--- src/hw/rtl/bcsp_pkg.sv ---
`timescale 1ns / 1ps
// ----------------------------------------------------------------------------
// bcsp_pkg: buzzer cue player shared definitions
// Command, mode and cue codes, the segment record and the constant cue ROM.
// ----------------------------------------------------------------------------
package bcsp_pkg;

  // cap on segments played per cue (1 to 16)
  localparam int MAX_SEGMENTS = 8;

  // input modes
  localparam logic [1:0] MODE_TICK  = 2'd0;
  localparam logic [1:0] MODE_START = 2'd1;
  localparam logic [1:0] MODE_STOP  = 2'd2;

  // cue codes
  localparam logic [1:0] CUE_SUCCESS = 2'd0;
  localparam logic [1:0] CUE_ERROR   = 2'd1;
  localparam logic [1:0] CUE_BUSY    = 2'd2;

  // result commands
  localparam logic [1:0] CMD_NONE    = 2'd0;
  localparam logic [1:0] CMD_TONE    = 2'd1;
  localparam logic [1:0] CMD_SILENCE = 2'd2;

  // segment kinds
  localparam logic [1:0] KIND_SILENCE = 2'd0;
  localparam logic [1:0] KIND_SWEEP   = 2'd1;
  localparam logic [1:0] KIND_TRILL   = 2'd2;

  localparam logic [2:0] ROM_LAST      = 3'd4;
  localparam logic [8:0] TONE_EXTRA_MS = 9'd5;
  localparam logic [5:0] STEP_NONE     = 6'h3f;

  typedef struct packed {
    logic [1:0]  kind;
    logic [11:0] fa;
    logic [11:0] fb;
    logic [8:0]  dur;
    logic [8:0]  step;
  } seg_t;

  function automatic seg_t mk_seg(input logic [1:0] kind, input logic [11:0] fa,
                                  input logic [11:0] fb, input logic [8:0] dur,
                                  input logic [8:0] step);
    seg_t s;
    s.kind = kind;
    s.fa   = fa;
    s.fb   = fb;
    s.dur  = dur;
    s.step = step;
    return s;
  endfunction

  // constant cue ROM, five segments per cue (three for the busy cue)
  function automatic seg_t seg_rom(input logic [1:0] c, input logic [2:0] i);
    seg_t s;
    s = mk_seg(KIND_SILENCE, 12'd0, 12'd0, 9'd0, 9'd0);
    case (c)
      CUE_SUCCESS: begin
        case (i)
          3'd0:    s = mk_seg(KIND_SWEEP, 12'd1800, 12'd2600, 9'd130, 9'd21);
          3'd1:    s = mk_seg(KIND_SILENCE, 12'd0, 12'd0, 9'd40, 9'd0);
          3'd2:    s = mk_seg(KIND_SWEEP, 12'd2400, 12'd3400, 9'd150, 9'd21);
          3'd3:    s = mk_seg(KIND_SILENCE, 12'd0, 12'd0, 9'd40, 9'd0);
          3'd4:    s = mk_seg(KIND_SWEEP, 12'd3600, 12'd2200, 9'd320, 9'd26);
          default: s = mk_seg(KIND_SILENCE, 12'd0, 12'd0, 9'd0, 9'd0);
        endcase
      end
      CUE_ERROR: begin
        case (i)
          3'd0, 3'd2, 3'd4: s = mk_seg(KIND_TRILL, 12'd2000, 12'd2800, 9'd160, 9'd20);
          3'd1, 3'd3:       s = mk_seg(KIND_SILENCE, 12'd0, 12'd0, 9'd60, 9'd0);
          default:          s = mk_seg(KIND_SILENCE, 12'd0, 12'd0, 9'd0, 9'd0);
        endcase
      end
      CUE_BUSY: begin
        case (i)
          3'd0:    s = mk_seg(KIND_SWEEP, 12'd2200, 12'd3800, 9'd200, 9'd20);
          3'd1:    s = mk_seg(KIND_SILENCE, 12'd0, 12'd0, 9'd40, 9'd0);
          3'd2:    s = mk_seg(KIND_SWEEP, 12'd3800, 12'd2000, 9'd170, 9'd19);
          default: s = mk_seg(KIND_SILENCE, 12'd0, 12'd0, 9'd0, 9'd0);
        endcase
      end
      default: s = mk_seg(KIND_SILENCE, 12'd0, 12'd0, 9'd0, 9'd0);
    endcase
    return s;
  endfunction

  // segments played for a cue, capped
  function automatic logic [4:0] cue_count(input logic [1:0] c);
    logic [4:0] n;
    n = (c == CUE_BUSY) ? 5'd3 : 5'd5;
    if (n > 5'(MAX_SEGMENTS)) n = 5'(MAX_SEGMENTS);
    return n;
  endfunction

  // step time, falling back to the duration
  function automatic logic [8:0] step_of(input seg_t s);
    return (s.step != 9'd0) ? s.step : s.dur;
  endfunction

endpackage

--- src/hw/rtl/buzzer_cue_segment_player.sv ---
`timescale 1ns / 1ps
// ----------------------------------------------------------------------------
// buzzer_cue_segment_player: piezo cue sequencer
// Steps through the segments of a fixed cue on millisecond ticks and issues
// tone or silence commands, with bit-serial divide and multiply.
// ----------------------------------------------------------------------------
// Path: start, stop, idle ticks, segment changes and silence go from S_EVAL to
// S_DONE; a trill step or an unchanged step runs the 9-step serial step divider
// (S_DIV1) and S_PICK; a sweep step adds the 21-step serial frequency divider
// (S_DIV2) and S_FREQ. One item is worked at a time; a finished result waits in
// the pending result registers until the output register is free.
// Reset (rst, synchronous, high) makes the block idle with no cue and no step.
module buzzer_cue_segment_player
  import bcsp_pkg::*;
(
  input  logic        clk,
  input  logic        rst,
  input  logic        in_valid,
  output logic        in_stall,
  input  logic [1:0]  mode,
  input  logic [1:0]  cue,
  input  logic [31:0] now_ms,
  output logic        out_valid,
  input  logic        out_stall,
  output logic [1:0]  command,
  output logic [11:0] freq_hz,
  output logic [8:0]  tone_ms,
  output logic        playing
);

  localparam int E_W    = 9;
  localparam int PROD_W = 21;

  localparam logic [2:0] S_IDLE = 3'd0;
  localparam logic [2:0] S_EVAL = 3'd1;
  localparam logic [2:0] S_DIV1 = 3'd2;
  localparam logic [2:0] S_PICK = 3'd3;
  localparam logic [2:0] S_DIV2 = 3'd4;
  localparam logic [2:0] S_FREQ = 3'd5;
  localparam logic [2:0] S_DONE = 3'd6;

  logic [2:0]  state;

  // item registers
  logic [1:0]  item_mode;
  logic [1:0]  item_cue;
  logic [31:0] item_now;
  logic [31:0] elapsed;

  // player state
  logic        active;
  logic [1:0]  cue_select;
  logic [2:0]  segment_index;
  logic [31:0] segment_start;
  logic [5:0]  last_step;

  // working segment
  logic [1:0]  kind_q;
  logic [11:0] fa_q;
  logic [11:0] fb_q;
  logic [8:0]  dur_q;
  logic [8:0]  stp_q;
  logic [11:0] span_mag;
  logic        span_neg;

  // serial datapath
  logic [E_W-1:0]    e_sh;
  logic [8:0]        rem1;
  logic [PROD_W-1:0] prod;
  logic [PROD_W-1:0] dvd;
  logic [8:0]        rem2;
  logic [4:0]        cnt;

  // pending result
  logic [1:0]  res_command;
  logic [11:0] res_freq;
  logic [8:0]  res_tone;
  logic        res_playing;

  logic        in_take;
  logic        is_start;
  logic [1:0]  nb_cue;
  logic [2:0]  nb_base;
  logic        nb_end;
  seg_t        nb_seg;
  logic [8:0]  nb_stp;
  logic [2:0]  cur_i;
  seg_t        cur_seg;
  logic        seg_due;
  logic [9:0]  sh1;
  logic        ge1;
  logic [9:0]  sh2;
  logic        ge2;
  logic [PROD_W-1:0] prod_next;
  logic signed [22:0] freq_sum;

  assign in_stall = (state != S_IDLE);
  assign in_take  = in_valid && !in_stall;

  // decode of the item against the current segment
  always_comb begin
    is_start = (item_mode == MODE_START) && (item_cue inside {[CUE_SUCCESS:CUE_BUSY]});
    nb_cue   = is_start ? item_cue : cue_select;
    nb_base  = is_start ? 3'd0 : segment_index;
    nb_end   = ({2'b00, nb_base} >= cue_count(nb_cue));
    nb_seg   = seg_rom(nb_cue, (nb_base > ROM_LAST) ? ROM_LAST : nb_base);
    nb_stp   = step_of(nb_seg);
    cur_i    = (segment_index == 3'd0) ? 3'd0 : segment_index - 3'd1;
    if (cur_i > ROM_LAST) cur_i = ROM_LAST;
    cur_seg  = seg_rom(cue_select, cur_i);
    seg_due  = (|elapsed[31:E_W]) || (elapsed[E_W-1:0] >= cur_seg.dur);
  end

  // one restoring step of each divider, one shift-add of the multiplier
  always_comb begin
    sh1       = {rem1, e_sh[E_W-1]};
    ge1       = (sh1 >= {1'b0, stp_q});
    sh2       = {rem2, dvd[PROD_W-1]};
    ge2       = (sh2 >= {1'b0, dur_q});
    prod_next = {prod[PROD_W-2:0], 1'b0} +
                (e_sh[E_W-1] ? {{(PROD_W-12){1'b0}}, span_mag} : {PROD_W{1'b0}});
    freq_sum  = $signed({11'd0, fa_q}) +
                (span_neg ? -$signed({2'b00, dvd}) : $signed({2'b00, dvd}));
  end

  // sequencer
  always_ff @(posedge clk) begin
    if (rst) begin
      state         <= S_IDLE;
      active        <= 1'b0;
      cue_select    <= 2'd0;
      segment_index <= 3'd0;
      segment_start <= 32'd0;
      last_step     <= STEP_NONE;
      out_valid     <= 1'b0;
    end else begin
      if (out_valid && !out_stall && state != S_DONE) out_valid <= 1'b0;
      case (state)
        S_IDLE: begin
          if (in_take) begin
            item_mode <= mode;
            item_cue  <= cue;
            item_now  <= now_ms;
            elapsed   <= now_ms - segment_start;
            state     <= S_EVAL;
          end
        end
        S_EVAL: begin
          state <= S_DONE;
          if (is_start || (item_mode == MODE_TICK && active && seg_due)) begin
            // load the next segment and fire its first sound, or end the cue when none is left
            if (is_start) begin
              cue_select    <= item_cue;
            end
            if (nb_end) begin
              active      <= 1'b0;
              res_command <= CMD_SILENCE;
              res_freq    <= 12'd0;
              res_tone    <= 9'd0;
              res_playing <= 1'b0;
            end else begin
              active        <= 1'b1;
              segment_index <= nb_base + 3'd1;
              segment_start <= item_now;
              res_playing   <= 1'b1;
              if (nb_seg.kind == KIND_SILENCE) begin
                last_step   <= STEP_NONE;
                res_command <= CMD_SILENCE;
                res_freq    <= 12'd0;
                res_tone    <= 9'd0;
              end else begin
                last_step   <= 6'd0;
                res_command <= CMD_TONE;
                res_freq    <= nb_seg.fa;
                res_tone    <= nb_stp + TONE_EXTRA_MS;
              end
            end
          end else if (item_mode != MODE_TICK) begin
            active      <= 1'b0;
            res_command <= CMD_SILENCE;
            res_freq    <= 12'd0;
            res_tone    <= 9'd0;
            res_playing <= 1'b0;
          end else if (!active || cur_seg.kind == KIND_SILENCE) begin
            res_command <= CMD_NONE;
            res_freq    <= 12'd0;
            res_tone    <= 9'd0;
            res_playing <= active;
          end else begin
            kind_q   <= cur_seg.kind;
            fa_q     <= cur_seg.fa;
            fb_q     <= cur_seg.fb;
            dur_q    <= cur_seg.dur;
            stp_q    <= step_of(cur_seg);
            span_neg <= (cur_seg.fb < cur_seg.fa);
            span_mag <= (cur_seg.fb < cur_seg.fa) ? cur_seg.fa - cur_seg.fb
                                                  : cur_seg.fb - cur_seg.fa;
            e_sh     <= elapsed[E_W-1:0];
            rem1     <= 9'd0;
            prod     <= {PROD_W{1'b0}};
            cnt      <= 5'(E_W - 1);
            state    <= S_DIV1;
          end
        end
        S_DIV1: begin
          // step index and span * elapsed, one elapsed bit a cycle
          rem1  <= ge1 ? 9'(sh1 - {1'b0, stp_q}) : sh1[8:0];
          e_sh  <= {e_sh[E_W-2:0], ge1};
          prod  <= prod_next;
          cnt   <= cnt - 5'd1;
          if (cnt == 5'd0) state <= S_PICK;
        end
        S_PICK: begin
          state       <= S_DONE;
          res_playing <= 1'b1;
          if (e_sh[5:0] == last_step) begin
            res_command <= CMD_NONE;
            res_freq    <= 12'd0;
            res_tone    <= 9'd0;
          end else begin
            last_step   <= e_sh[5:0];
            res_command <= CMD_TONE;
            res_tone    <= stp_q + TONE_EXTRA_MS;
            if (kind_q == KIND_TRILL) begin
              res_freq <= e_sh[0] ? fb_q : fa_q;
            end else begin
              dvd   <= prod;
              rem2  <= 9'd0;
              cnt   <= 5'(PROD_W - 1);
              state <= S_DIV2;
            end
          end
        end
        S_DIV2: begin
          // |span * elapsed| / duration, one quotient bit a cycle
          rem2 <= ge2 ? 9'(sh2 - {1'b0, dur_q}) : sh2[8:0];
          dvd  <= {dvd[PROD_W-2:0], ge2};
          cnt  <= cnt - 5'd1;
          if (cnt == 5'd0) state <= S_FREQ;
        end
        S_FREQ: begin
          // interpolated frequency, clamped to the output range
          if (freq_sum < 0) res_freq <= 12'd0;
          else if (freq_sum > 23'sd4095) res_freq <= 12'hfff;
          else res_freq <= freq_sum[11:0];
          state <= S_DONE;
        end
        S_DONE: begin
          if (!out_valid || !out_stall) begin
            command   <= res_command;
            freq_hz   <= res_freq;
            tone_ms   <= res_tone;
            playing   <= res_playing;
            out_valid <= 1'b1;
            state     <= S_IDLE;
          end
        end
        default: state <= S_IDLE;
      endcase
    end
  end

  // checks
  a_tone_while_playing: assert property (@(posedge clk) disable iff (rst)
    out_valid && command == CMD_TONE |-> playing)
    else $error("tone command issued with no cue playing");

  a_active_has_segment: assert property (@(posedge clk) disable iff (rst)
    active |-> segment_index != 3'd0)
    else $error("cue active with no segment loaded");

  a_result_from_done: assert property (@(posedge clk) disable iff (rst)
    $rose(out_valid) |-> $past(state) == S_DONE)
    else $error("result presented outside the hand-off state");

  a_div2_sweep_only: assert property (@(posedge clk) disable iff (rst)
    state == S_DIV2 |-> kind_q == KIND_SWEEP)
    else $error("frequency divider running for a non-sweep segment");

endmodule

--- config.mk ---
export PLATFORM = sky130hd
export DESIGN_NAME = buzzer_cue_segment_player
export DESIGN_NICKNAME = d
export VERILOG_FILES = /design/src/hw/rtl/bcsp_pkg.sv /design/src/hw/rtl/buzzer_cue_segment_player.sv
export SDC_FILE = /design/constraint.sdc
export NUM_CORES = 1
export LEC_CHECK = 0
export ABC_CLOCK_PERIOD_IN_PS = 16450
export BUFFER_PORTS_ARGS = -buffer_cell sky130_fd_sc_hd__buf_2
export CAP_MARGIN = 20
export CORE_AREA = 2 2 182 184
export CTS_BUF_LIST = sky130_fd_sc_hd__clkbuf_4
export DETAILED_ROUTE_END_ITERATION = 16
export DIE_AREA = 0 0 184 186
export HOLD_SLACK_MARGIN = 0.1
export PLACE_DENSITY_LB_ADDON = 0.05
export SKIP_LAST_GASP = 1
export SLEW_MARGIN = 0
export SYNTH_ARGS = -nofsm -noshare
export SYNTH_HDL_FRONTEND = slang
export SYNTH_SLANG_ARGS = --single-unit
--- constraint.sdc ---
create_clock -name clk -period 16.45 [get_ports clk]
set_input_delay 2.4675 -clock clk [delete_from_list [all_inputs] [get_ports clk]]
set_output_delay 2.4675 -clock clk [all_outputs]
set_load 0.02 [all_outputs]
==> results.py, run 1 <==
metrics = {
    "yosys": {
        "synthArstFlopShare_pct": 0,
        "synth_edf_count": 230,
        "synth.distinct_cells": 75,
        "synth_cells": 1589,
        "ys.warnings.count": 0,
        "avgSynthCellArea_sq_um": 10.07,
        "yosysSeqAreaShare_pct": 49.15,
        "ys_ff_latch": 278,
        "synth_ff_type": "edfxtp_1",
        "syn-cell-area_sq_um": 16010,
    },
    "sta": {
        "min_period_ns": 5.050,
        "hold_viol": 0,
        "max_slew_margin_pct": 26.50,
        "finalSetupViolations": 0,
        "rsz0062_at_grt": "no",
        "hold_slack_ns": 0.4088,
        "fmax_mhz": 198.0,
        "fin_crit_sh_pct": 30.70,
        "final.setup.tns_ns": 0,
        "worst-slew-pin-transition_ns": 1.103,
        "slew_violations": 0,
        "fin_skew_ns": 0.03093,
    },
    "power_and_ir_drop": {
        "peakVddDrop_mv": 0.06530,
        "p_leak_nw": 7.218,
        "powerDensity_nw_per_um2": 88.69,
    },
    "grt": {
        "use_met1_pct": 27.04,
        "grt_max_degree": 69,
        "track_usage_pct": 21.05,
        "grt_pass1_vias": 11370,
        "top_usage_layer": "met2",
        "grt_pass1_wl_um": 57080,
        "grt_overflow_total": 0,
        "gr-usage-met2_pct": 35.41,
        "antenna_found_initial": 2,
        "use_met3_pct": 4.011,
    },
    "clocking": {
        "cts-hold-fix-buffers": 0,
        "cts_setup_buffers": 0,
        "clk_pin_slew_worst_paths_ns": 0.06,
        "clock_path_buffers": 3,
        "h-tree-depth": 3,
        "clock_latency_ns": 0.73,
        "cts_resized": 0,
        "cts.sinks": 278,
        "root_buffer": "clkbuf_4",
        "cts_tree": "built",
        "cts_buffers": 76,
    },
    "route": {
        "drc_errors": 0,
        "drt_first_pass_iters": 5,
        "ant_nets": 0,
        "wire_per_inst_um": 15.98,
        "vias": 11700,
        "vias_per_cell": 5.423,
        "wl_um": 34460,
        "drt-initial-drc-count": 692,
    },
    "cells_and_area": {
        "drive_gt1_share_pct": 12.53,
        "syn_to_final_growth_pct": 10.70,
        "final_common_cell": "edfxtp_1",
        "layout.cells.non_filler": 2157,
        "final_cell_mix": "edfxtp_1 (230), nor2_1 (177), nand2_1 (169), inv_1 (119), clkbuf_4 (109)",
        "fin_util_pct": 55.02,
        "fin_nets": 1843,
    },
    "worst_setup_path": {
        "cp.arrival_ns": 5.48,
        "criticalPathCategory": "reg2reg",
        "crit_required_ns": 16.88,
        "worstPathMaxFanout": 30,
        "path_cells": "o31ai_1 > xnor2_1 > ha_1 > fa_1 > a21oi_1 > o21ai_0 > o31a_1 > o41ai_1 > mux2i_1 > mux2i_1 > o2111ai_4 > nor3_1 > o221ai_1",
        "start_kind": "flip-flop",
        "cp_common_cell": "mux2i_1",
        "critPathMaxStageDelay_ns": 0.98,
        "crit_slowest_cell": "edfxtp_1",
        "end_kind": "flip-flop",
    },
    "floorplan": {
        "die_h_um": 186,
        "dieArea_sq_um": 34220,
        "die_w_um": 184,
        "io_pins": 66,
        "start_util_pct": 49.70,
        "core-area_sq_um": 32210,
        "rows": 66,
    },
    "status": {
        "outcome": "finished, final reports clean",
    },
    "placed_design": {
        "dp_hpwl_um": 24890,
        "gp_congestion": 0.9027,
        "portBuffers": 65,
        "dp_cells": 2025,
    },
    "hold_path": {
        "hp-class": "reg2reg",
    },
    "flow_run": {
        "cap_violations": 0,
    },
}
-- routing by layer --
metal  part of all wire, %  up-vias
li1                      -     5965
met1                    46     5414
met2                    47      260
met3                   4.8       56
met4                   2.3        2
met5                 0.015        -
-- Yosys cell counts (3+ instances only) --
cell type  count  share of area (%)
a211o_1        9               0.49
a211oi_1      20               0.94
a21boi_0       5               0.23
a21o_1        27                1.3
a21oi_1       91                2.8
a31oi_1       10               0.39
and2_1        12               0.47
and3_1         9               0.35
buf_1          4              0.094
clkbuf_1      45                1.1
dfxtp_1       48                6.0
edfxtp_1     230                 43
fa_1           7               0.88
ha_1         100                7.8
inv_1        119                2.8
mux2i_1       63                3.9
nand2_1      169                4.0
nand2b_1      25               0.98
nand3_1       28               0.88
nand3b_1       3               0.14
nand4_1       17               0.66
nor2_1       178                4.2
nor2b_1       25               0.98
nor3_1        38                1.2
nor3b_1        6               0.28
nor4_1        10               0.39
o211ai_1       9               0.42
o21a_1         9               0.42
o21ai_0       83                2.6
o21bai_1       5               0.23
o22a_1         4               0.22
o22ai_1       10               0.39
o31a_1         3               0.16
o31ai_1       11               0.52
o41ai_1        7               0.38
or2_2          7               0.27
or3_1         10               0.39
xnor2_1       64                3.5
xor2_1        24                1.3
-- metrics by stage --
step / area (sq um) / setup slack (ns) / total power [W]
2_1_floorplan: 16010 / 8.201 / 0.0009395
3_3_place_gp: 16780 / 11.18 / 0.0009813
3_5_place_dp: 16780 / 11.11 / 0.0009840
4_1_cts: 17710 / 11.41 / 0.001598
5_1_grt: 17720 / 10.93 / 0.001658
6_report: 17720 / 11.40 / 0.001572
-- worst paths after layout --
check | endpoint | from | cells after the start | slack (ns)
min | freq_hz[9]$_DFFE_PP_ | res_freq[9]$_DFFE_PP_ | 0 | 0.41
max | res_freq[11]$_DFFE_PP_ | span_neg$_DFFE_PP_ | 13 | 11.40
min reg2reg | freq_hz[9]$_DFFE_PP_ | res_freq[9]$_DFFE_PP_ | 0 | 0.41
max reg2reg | res_freq[11]$_DFFE_PP_ | span_neg$_DFFE_PP_ | 13 | 11.40
-- final cells by class --
| class | count | area, sq um |
|---|---|---|
| diodes | 1 | 2.502 |
| fillers | 2945 | 14490 |
| flip-flops and latches | 278 | 7868 |
| inverters | 120 | 450.4 |
| clock buffers | 109 | 818.3 |
| clock inverters | 21 | 112.6 |
| repair buffers | 76 | 407.9 |
| multi-input cells | 1144 | 7550 |
| well taps | 408 | 510.5 |
-- cells by family (layout without fill, tap and decap cells) --
| family | Yosys count | count (layout) | share of synthesized area [%] |
|---|---|---|---|
| simple gates | 553 | 553 | 16.09 |
| compound gates | 328 | 328 | 13.11 |
| flops | 278 | 278 | 49.15 |
| buf+inv | 169 | 326 | 3.963 |
| fa+ha+maj | 107 | 107 | 8.692 |
| xor+xnor | 88 | 88 | 4.815 |
| mux | 65 | 65 | 4.151 |
| other cells | 1 | 4 | 0.02343 |
-- state kept, by name, summed over array words and instances, names as in the netlist, 3 cells and up --
signal and cells:
rem2 9, segment_index 3, fb_q 7, res_tone 9, elapsed 32, span_mag 9
segment_start 32, freq_hz 12, fa_q 8, dur_q 7, stp_q 9, prod 18
item_now 32, dvd 21, tone_ms 9, state 3, cnt 5, res_freq 12
last_step 6, rem1 9, e_sh 9
-- report_power, final --
group          leakage, nW  switching (W)  total (W)  internal, W
combinational         4.16      0.0000997   0.000162    0.0000623
sequential            2.49      0.0000152   0.000807     0.000792
clock                0.564       0.000283   0.000603     0.000320
total                 7.22       0.000398    0.00157      0.00117
-- critical path: cells and delay by family, from the launching register on --
kind | cells | cell delay [ns]
compound gates | 7 | 2.17
xor+xnor | 1 | 0.22
fa+ha+maj | 2 | 0.66
flops | 1 | 0.98
mux | 2 | 0.46
simple gates | 1 | 0.27
Power figures use the tool's default switching activity.
==> inputs of run 2 (changes only) <==
Settings changed: ABC_CLOCK_PERIOD_IN_PS 16450 to 5300.
Clock period 16.45 ns to 5.3 ns, I/O delays scaled along.
==> run 2 against run 1 <==
Clock power grew to 3.2 times the previous value. Highest routed layer is now met4. Sequential power grew to 3.1 times the previous value. Register-to-register slack worse by 11 ns. Routed wire length is 0.17% lower. Final area is 0.49% higher. Largest cell class unchanged. Combinational power grew to 3.1 times the previous value.
==> results.py, run 2 (synthesized netlist as in run 1, its figures left out) <==
metrics = {
    "status": {
        "outcome": "finished, final reports clean",
    },
    "power_and_ir_drop": {
        "intPower_w": 0.003684,
        "p_switching_w": 0.001244,
        "powerDensity_nw_per_um2": 276.8,
        "p_comb_share_pct": 10.3,
        "p_leak_nw": 7.271,
        "peakVddDrop_mv": 0.1892,
        "p_sw_share_pct": 25.25,
        "power_frac_seq_pct": 50.8,
        "clkPwrFrac_pct": 38.9,
    },
    "grt": {
        "grt_pass1_vias": 11420,
        "antenna_found_initial": 1,
        "grt_overflow_total": 0,
        "grt_max_degree": 69,
        "track_usage_pct": 20.88,
        "grt_pass1_wl_um": 56930,
    },
    "route": {
        "drt-initial-drc-count": 787,
        "wire_per_inst_um": 15.85,
        "vias_per_cell": 5.419,
        "wl_um": 34400,
        "ant_nets": 0,
        "drt_first_pass_iters": 7,
        "drc_errors": 0,
        "vias": 11760,
    },
    "clocking": {
        "clock_path_buffers": 3,
        "clk_pin_slew_worst_paths_ns": 0.06,
        "cts_buffers": 79,
        "root_buffer": "clkbuf_4",
        "h-tree-depth": 3,
        "cts_resized": 0,
        "cts_setup_buffers": 0,
        "cts_tree": "built",
        "cts-hold-fix-buffers": 0,
        "cts.sinks": 278,
        "clock_latency_ns": 0.70,
    },
    "hold_path": {
        "hp-start": "mode[0]",
        "hp-class": "in2reg",
        "hold-path-cell-count": 1,
    },
    "sta": {
        "min_period_ns": 4.549,
        "hold_viol": 0,
        "worst-slew-pin-transition_ns": 0.9843,
        "finalSetupViolations": 0,
        "final.setup.tns_ns": 0,
        "fmax_mhz": 219.8,
        "max_slew_margin_pct": 34.14,
        "rsz0062_at_grt": "no",
        "fin_skew_ns": 0.03904,
        "fin_crit_sh_pct": 85.84,
        "slew_violations": 0,
    },
    "worst_setup_path": {
        "crit_slowest_cell": "o41ai_1",
        "reg2reg_from": "dvd[0]$_SDFFCE_PN0P_",
        "reg2reg_depth": 15,
        "path_buf_inv": 1,
        "end_kind": "flip-flop",
        "reg2reg_to": "res_freq[11]$_DFFE_PP_",
        "path_cells": "inv_1 > ha_1 > or3b_1 > nand2_1 > xnor2_1 > fa_1 > a21oi_1 > o21ai_0 > o31a_1 > o41ai_1 > mux2i_1 > mux2i_1 > o2111ai_4 > nor3_1 > o221ai_1",
        "rrSetupSlack_ns": 0.75,
        "start_kind": "flip-flop",
        "critPathMaxStageDelay_ns": 0.67,
        "critical_path.endpoint": "res_freq[11]$_DFFE_PP_",
        "startpoint": "dvd[0]$_SDFFCE_PN0P_",
        "crit_required_ns": 5.71,
        "crit_family": "compound AO/OA/AOI/OAI gates",
        "criticalPathCategory": "reg2reg",
        "crit_cells": 15,
        "cp_common_cell": "mux2i_1",
        "worstPathMaxFanout": 10,
        "cp.arrival_ns": 4.96,
    },
    "flow_run": {
        "cap_violations": 0,
    },
    "placed_design": {
        "dp_hpwl_um": 25100,
        "portBuffers": 65,
        "post_dp_cell_area_sq_um": 16810,
        "gp_congestion": 0.8715,
    },
    "floorplan": {
        "start_util_pct": 49.70,
        "rows": 66,
        "core-area_sq_um": 32210,
        "io_pins": 66,
        "die_w_um": 184,
        "die_h_um": 186,
        "dieArea_sq_um": 34220,
    },
    "cells_and_area": {
        "fin_nets": 1848,
        "largestRegisters": "elapsed (32), item_now (32), segment_start (32)",
        "fin_util_pct": 55.29,
        "final_common_cell": "edfxtp_1",
        "final_cell_mix": "edfxtp_1 (230), nor2_1 (177), nand2_1 (169), clkbuf_4 (120), inv_1 (119)",
        "drive_gt1_share_pct": 13.12,
        "syn_to_final_growth_pct": 11.25,
        "final_area_sq_um": 17810,
        "nFillCells": 2898,
    },
}
## run 2: cell type report
| class | instances | area, sq um | area share [%] |
|---|---|---|---|
| antenna | 1 | 2.502 | 0.01405 |
| clock buffer | 120 | 900.9 | 5.059 |
| clock inverter | 21 | 83.83 | 0.4708 |
| inverter | 120 | 450.4 | 2.530 |
| multi-input combinational | 1144 | 7556 | 42.43 |
| sequential | 278 | 7868 | 44.18 |
| tap | 408 | 510.5 | 2.867 |
| timing repair buffer | 78 | 435.4 | 2.445 |
## run 2: worst min path at each step
stage	end	slack (ns)
5_1_grt	item_now[18]$_DFFE_PP_	0.24
3_5_place_dp	freq_hz[2]$_DFFE_PP_	0.40
2_1_floorplan	command[0]$_DFFE_PP_	0.40
6_report	item_mode[0]$_DFFE_PP_	0.30
4_1_cts	item_now[19]$_DFFE_PP_	0.24
3_3_place_gp	tone_ms[0]$_DFFE_PP_	0.40
## run 2: routing by layer
layer / up-vias / GRT usage [%] / part of all wire, %
met5: - / 0 / 0
met3: 62 / 3.913 / 4.6
met1: 5445 / 27.25 / 46
met2: 291 / 34.75 / 47
met4: 0 / 7.648 / 2.5
li1: 5961 / - / -
## run 2: power by group through the flow
| stage | logic, W | registers [W] | clock network [W] |
|---|---|---|---|
| 3_3_place_gp | 0.000499 | 0.00255 | 0 |
| 3_5_place_dp | 0.000506 | 0.00255 | 0 |
| 4_1_cts | 0.000509 | 0.00251 | 0.00200 |
| 6_report | 0.000506 | 0.00251 | 0.00192 |
| 2_1_floorplan | 0.000381 | 0.00253 | 0 |
| 5_1_grt | 0.000574 | 0.00251 | 0.00212 |
## run 2: per-stage QoR
stage / power, W / cells / worst slack [ns] / hold slack, ns
5_1_grt: 0.005203 / 2170 / 0.4460 / 0.2392
3_3_place_gp: 0.003050 / 2027 / 0.9327 / 0.4030
6_report: 0.004928 / 2170 / 0.7505 / 0.2971
3_5_place_dp: 0.003058 / 2027 / 0.8129 / 0.4045
4_1_cts: 0.005011 / 2168 / 0.7930 / 0.2379
2_1_floorplan: 0.002914 / 1591 / 0.3161 / 0.4003
